<file path="src/mains_voltage_window_stats_macros.svh">
// Assertion macros for the mains voltage window statistics block.
// Used by the top-level RTL file in this folder; each macro expects clk and arst_n in scope.
`ifndef MAINS_VOLTAGE_WINDOW_STATS_MACROS_SVH
`define MAINS_VOLTAGE_WINDOW_STATS_MACROS_SVH

// Same-cycle implication, checked at every rising edge outside reset.
`define MVWS_ASSERT_NOW(lbl, ante, cons, msg) \
	lbl: assert property (@(posedge clk) disable iff (!arst_n) (ante) |-> (cons)) \
		else $error(msg);

// Next-cycle implication, checked at every rising edge outside reset.
`define MVWS_ASSERT_NEXT(lbl, ante, cons, msg) \
	lbl: assert property (@(posedge clk) disable iff (!arst_n) (ante) |=> (cons)) \
		else $error(msg);

`endif

</file>
<file path="src/mvws_pkg.sv">
// Shared types, widths and constants for the mains voltage window statistics block.
// No dependencies; every other RTL file imports this package.
`default_nettype none

package mvws_pkg;

	// Ring geometry.
	localparam int RING_DEPTH = 8192;
	localparam int IDX_W      = $clog2(RING_DEPTH);
	localparam int CNT_W      = $clog2(RING_DEPTH + 1);

	// Field widths fixed by the interface.
	localparam int TIME_W  = 32;
	localparam int VOLT_W  = 9;
	localparam int AVG_W   = 17;
	localparam int MIN_W   = 16;
	localparam int HELD_W  = 14;

	// Running sum and accumulated low time.
	localparam int SUM_W = VOLT_W + IDX_W;
	localparam int LOW_W = TIME_W + CNT_W;

	// Average divider sizes: scaled sum over the held count.
	localparam int DIV_W   = SUM_W + 8;
	localparam int DVS_W   = CNT_W;
	localparam int DCNT_W  = $clog2(DIV_W);

	// Minutes by reciprocal multiplication: 60000 is 1875 * 2^5, and
	// floor(x / 1875) equals (x * MINUTE_RECIP) >> 38 for every x below 2^27.
	localparam int MINUTE_SHIFT = 5;
	localparam int RECIP_SHIFT  = 38;
	localparam int RECIP_W      = 28;
	localparam logic [RECIP_W-1:0] MINUTE_RECIP = 28'd146601551;
	localparam int PROD_W       = TIME_W - MINUTE_SHIFT + RECIP_W;

	// Low time from which the minute count is held at its cap (65536 * 60000 ms).
	localparam logic [LOW_W-1:0] LOW_CAP_MS = LOW_W'(64'd3932160000);
	localparam logic [MIN_W-1:0] MINUTES_CAP = '1;

	// Register addresses (word index on paddr[3:2]).
	typedef enum logic [1:0] {
		REG_WINDOW   = 2'd0,
		REG_THRESH   = 2'd1,
		REG_NOMINAL  = 2'd2,
		REG_BASELINE = 2'd3
	} reg_idx_t;

	// Reset values of the registers.
	localparam logic [TIME_W-1:0] WINDOW_RST   = 32'd86400000;
	localparam logic [VOLT_W-1:0] THRESH_RST   = 9'd190;
	localparam logic [TIME_W-1:0] NOMINAL_RST  = 32'd10000;
	localparam logic [VOLT_W-1:0] BASELINE_RST = 9'd220;

	// One ring entry.
	typedef struct packed {
		logic [TIME_W-1:0] stamp;
		logic [VOLT_W-1:0] volts;
	} entry_t;

	// Memory access request from the sequencer.
	typedef struct packed {
		logic             we;
		logic [IDX_W-1:0] waddr;
		entry_t           wdata;
		logic             re;
		logic [IDX_W-1:0] raddr;
	} mem_req_t;

	// Divider status.
	typedef struct packed {
		logic busy;
		logic done;
	} div_stat_t;

	// Sequencer states.
	typedef enum logic [3:0] {
		ST_IDLE,
		ST_DROP_RD,
		ST_DROP_UPD,
		ST_WRITE,
		ST_EV_RD,
		ST_EV_CHK,
		ST_WALK,
		ST_WALK_END,
		ST_AVG_GO,
		ST_AVG_WAIT,
		ST_MIN_GO,
		ST_MIN_WAIT,
		ST_DONE
	} state_t;

endpackage

`default_nettype wire

</file>
<file path="src/mvws_divider.sv">
// Restoring divider, one quotient bit per cycle, used for the window average.
// Depends on mvws_pkg for its widths.
`default_nettype none

module mvws_divider (
	input  wire logic                       clk,
	input  wire logic                       arst_n,
	input  wire logic                       start,
	input  wire logic [mvws_pkg::DIV_W-1:0] dividend,
	input  wire logic [mvws_pkg::DVS_W-1:0] divisor,
	output mvws_pkg::div_stat_t             stat,
	output logic [mvws_pkg::DIV_W-1:0]      quotient
);
	import mvws_pkg::*;

	logic              busy_q;
	logic              done_q;
	logic [DCNT_W-1:0] step_q;
	logic [DVS_W:0]    rem_q;
	logic [DVS_W-1:0]  dvs_q;
	logic [DIV_W-1:0]  quo_q;
	logic [DVS_W:0]    rem_sh;
	logic [DVS_W:0]    rem_sub;

	// Trial subtraction for the current bit.
	always_comb begin
		rem_sh  = {rem_q[DVS_W-1:0], quo_q[DIV_W-1]};
		rem_sub = rem_sh - {1'b0, dvs_q};
	end

	// Control: step counter and completion pulse.
	always_ff @(posedge clk or negedge arst_n) begin
		if (!arst_n) begin
			busy_q <= 1'b0;
			done_q <= 1'b0;
			step_q <= '0;
		end else begin
			done_q <= 1'b0;
			if (start) begin
				busy_q <= 1'b1;
				step_q <= '0;
			end else if (busy_q) begin
				step_q <= step_q + 1'b1;
				if (step_q == DCNT_W'(DIV_W - 1)) begin
					busy_q <= 1'b0;
					done_q <= 1'b1;
				end
			end
		end
	end

	// Datapath: partial remainder and quotient shift register.
	always_ff @(posedge clk) begin
		if (start) begin
			rem_q <= '0;
			dvs_q <= divisor;
			quo_q <= dividend;
		end else if (busy_q) begin
			if (rem_sh >= {1'b0, dvs_q}) begin
				rem_q <= rem_sub;
				quo_q <= {quo_q[DIV_W-2:0], 1'b1};
			end else begin
				rem_q <= rem_sh;
				quo_q <= {quo_q[DIV_W-2:0], 1'b0};
			end
		end
	end

	assign stat     = '{busy: busy_q, done: done_q};
	assign quotient = quo_q;

endmodule

`default_nettype wire

</file>
<file path="config.mk">
export PLATFORM = sky130hd
export DESIGN_NAME = mvws_divider
export DESIGN_NICKNAME = d
export VERILOG_FILES = /design/src/mains_voltage_window_stats_macros.svh /design/src/mvws_pkg.sv /design/src/mvws_divider.sv
export SDC_FILE = /design/constraint.sdc
export NUM_CORES = 1
export LEC_CHECK = 0
export BUFFER_PORTS_ARGS = -buffer_cell sky130_fd_sc_hd__buf_2
export CORE_MARGIN = 2
export CORE_UTILIZATION = 50
export DETAILED_ROUTE_END_ITERATION = 6
export PLACE_DENSITY = 0.75
export RECOVER_POWER = 50
export SYNTH_ARGS = -nofsm -noshare
export SYNTH_HDL_FRONTEND = slang
export SYNTH_SLANG_ARGS = --single-unit
</file>
<file path="constraint.sdc">
create_clock -name clk -period 7.2 [get_ports clk]
set_clock_uncertainty 0.2 [all_clocks]
set_input_delay 1.44 -clock clk [delete_from_list [all_inputs] [get_ports clk]]
set_output_delay 1.44 -clock clk [all_outputs]
set_load 0.03 [all_outputs]
</file>
==> flow_metrics.env <==
export IMPL_status="finished, final reports clean"
export IMPL_final_cell_mix="46 x buf_2, 44 x edfxtp_1, 33 x clkbuf_1"
export IMPL_initial_utilization=0.526
export IMPL_core_mm2=0.00642
export IMPL_period_share=0.503
export IMPL_path_clk_slew_ns=0.06
export IMPL_totalWireLength_mm=6.90
export IMPL_post_cts_buffers=0
export IMPL_synth_top_family_by_area="compound AO/OA/AOI/OAI gates"
export IMPL_hold_viol=0
export IMPL_syn_area_per_cell_um2=11.8
export IMPL_worstPathArrival_ns=3.37
export IMPL_cts_root_buffer="clkbuf_8"
export IMPL_tightestPinTransition_ns=1.14
export IMPL_synth_async_reset_ratio=0.108
export IMPL_grt_max_degree=61
export IMPL_worst_r2r_path_depth=10
export IMPL_timing_setup_tns_ns=0
export IMPL_fin_crit_ns=3.62
export IMPL_viasPerCell=5.66
export IMPL_worstHoldPathCells=2
export IMPL_fp_dieW_um=86.2
export IMPL_area_growth_pct=18.2
export IMPL_leakage_nw=1.70
export IMPL_pre_cts_ws_ns=3.18
export IMPL_synth_mux_area_frac=0.103
export IMPL_htree_levels=3
export IMPL_p_total_mw=1.17
export IMPL_end_kind="flip-flop"
export IMPL_rsz0062_at_grt="no"
export IMPL_grt_use_total=0.202
export IMPL_synth_edf_count=44
export IMPL_syn_nets=351
export IMPL_dpl_hpwl_mm=4.82
export IMPL_cts_resized_gates=0
export IMPL_powerDensity_mw_per_mm2=294
export IMPL_rows=29
export IMPL_worstSkewPairLatency_ns=0.34
export IMPL_die_y_um=86.2
export IMPL_cts_hold_buf=0
export IMPL_cts_tree="built"
export IMPL_gp_congestion=0.822
export IMPL_dpl_cell_count=431
export IMPL_io_buffers=78
export IMPL_critPathLaunchType="primary input"
export IMPL_fin_nets=430
export IMPL_grt_pass1_vias=2499
export IMPL_critical_path_class="primary input to flip-flop"
export IMPL_ys_ff_latch=65
export IMPL_finalMaxSlewViolations=0
export IMPL_final_setup_viol_count=0
export IMPL_overflow=0
export IMPL_cp_data_required_time_ns=6.95
export IMPL_synthAdderAreaFrac=0.0689
export IMPL_final_common_cell="buf_2"
export IMPL_drc=0
export IMPL_place_area_mm2=0.00382
export IMPL_synth_simple_gate_area_frac=0.0967
export IMPL_dr_first_iter_drc_count=178
export IMPL_multi_input_area_mm2=0.00147
export IMPL_hold_class="flip-flop to flip-flop"
export IMPL_seq_area_mm2=0.00178
export IMPL_cts_sinks=65
export IMPL_max_freq_mhz=276
export IMPL_drv_cap=0
export IMPL_finalNonFillerCells=447
export IMPL_synth_xor_area_frac=0.0363
export IMPL_wl_per_cell_um=15.4
export IMPL_grt_pass1_wl_mm=11.7
export IMPL_cts_path_max_buffers=2
export IMPL_num_vias=2530
export IMPL_netlist_area_mm2=0.00338
export IMPL_synth_cells=286
export IMPL_finalWorstSetupSlack_ns=3.58
export IMPL_fillCellCount=552
export IMPL_antenna_cells=0
export IMPL_stdcell_area_mm2=0.00399
export IMPL_max_slew_margin=0.242
export IMPL_boundaryPins=79
export IMPL_numCtsBuffers=9
export IMPL_drive_gt1_frac=0.273
export IMPL_ys_warn_count=0
export IMPL_synth_compound_area_share=0.131
export IMPL_dieArea_mm2=0.00742
export IMPL_drtPass1Iterations=4
export IMPL_yosysSeqAreaShare=0.526
export IMPL_synth_cell_types=47
export IMPL_antenna_found_initial=0
export IMPL_ant_nets=0
export IMPL_ys_flop_type="edfxtp_1"
export IMPL_peakVddDrop_mv=0.155
export IMPL_cp_max_fo=60
## kinds of logic (layout without fill, tap and decap cells)
group,count (synthesis),in the layout
and+or+nand+nor,69,69
AOI/OAI and AO/OA,59,59
xor gates and xnor gates,14,14
buffers and inverters,30,114
DFF,65,65
adders and majority gates,18,18
muxes,31,31
## sequential cells by signal (all words and copies together), names as in the netlist
| signal | cells |
|---|---|
| quotient | 30 |
| dvs_q | 14 |
| rem_q | 14 |
| step_q | 5 |
| busy_q | 1 |
| done_q | 1 |
## through the flow
step                      hold WS (ns)  utilization
final                            0.308        0.621
after global routing             0.334        0.621
after CTS                        0.307        0.627
after detailed placement         0.295        0.594
after global placement           0.289        0.594
after floorplan                  0.270            -
## path summary, 6_finish.rpt
path	to	slack [ns]	startpoint
hold reg to reg	rem_q[1]	0.31	rem_q[1]
setup / recovery	quotient[26]	3.58	start
hold / removal	rem_q[1]	0.31	rem_q[1]
max in group asynchronous	busy_q	5.73	arst_n
setup reg to reg	rem_q[12]	4.31	quotient[29]
min in group asynchronous	step_q[1]	0.79	arst_n
## per-layer routing
| metal | global-route usage | up-vias | share of wire |
|---|---|---|---|
| met3 | 0.0683 | 13 | 0.072 |
| li1 | - | 1223 | - |
| met1 | 0.266 | 1206 | 0.45 |
| met5 | 0 | - | 0 |
| met4 | 0.0794 | 0 | 0.020 |
| met2 | 0.309 | 88 | 0.46 |
## worst max-delay path: stages
cell    delay (ns)
buf_2         0.07
buf_4         0.54
nor2_1        0.36
inv_1         0.92
## power by group
group	leakage (nW)	switching, mW	internal (mW)	total, mW
sequential	0.660	0.0356	0.455	0.490
clock	0.0999	0.136	0.193	0.329
combinational	0.945	0.207	0.147	0.354
total	1.70	0.378	0.795	1.17
## layout make-up
class	instances	area share
Timing Repair Buffer	80	0.0916
Clock inverter	6	0.0210
Sequential cell	65	0.445
Multi-Input combinational cell	191	0.369
Inverter	18	0.0169
Tap cell	77	0.0242
Clock buffer	10	0.0320
## synthesized netlist by cell type (2+ instances only)
cell type   n  area [µm²]
nand2_1    20        75.1
o31ai_1     5        37.5
nor3_1      4        20.0
dfrtp_1     7         175
o21a_1      2        15.0
inv_1      18        67.6
a21oi_1     7        35.0
nor2b_1     3        18.8
o211ai_1    3        22.5
xor2_1      8        70.1
a31oi_1     3        18.8
nand3b_1    2        15.0
dfxtp_1    14         280
a31o_2      4        35.0
clkbuf_1    5        18.8
nor2_1     22        82.6
a221o_1     2        20.0
nand4_1     4        25.0
a311oi_1    3        26.3
buf_1       3        11.3
nor4_1      2        12.5
edfxtp_1   44        1320
o21ai_0     8        40.0
nand3_1     4        20.0
xnor2_1     6        52.6
ha_1       17         213
a21o_1      9        67.6
mux2_2     30         338
nor4b_1     3        26.3
buf_4       4        30.0
and3_1      2        12.5
a211oi_1    3        22.5
Note: power is estimated with default switching activity, not from simulation.
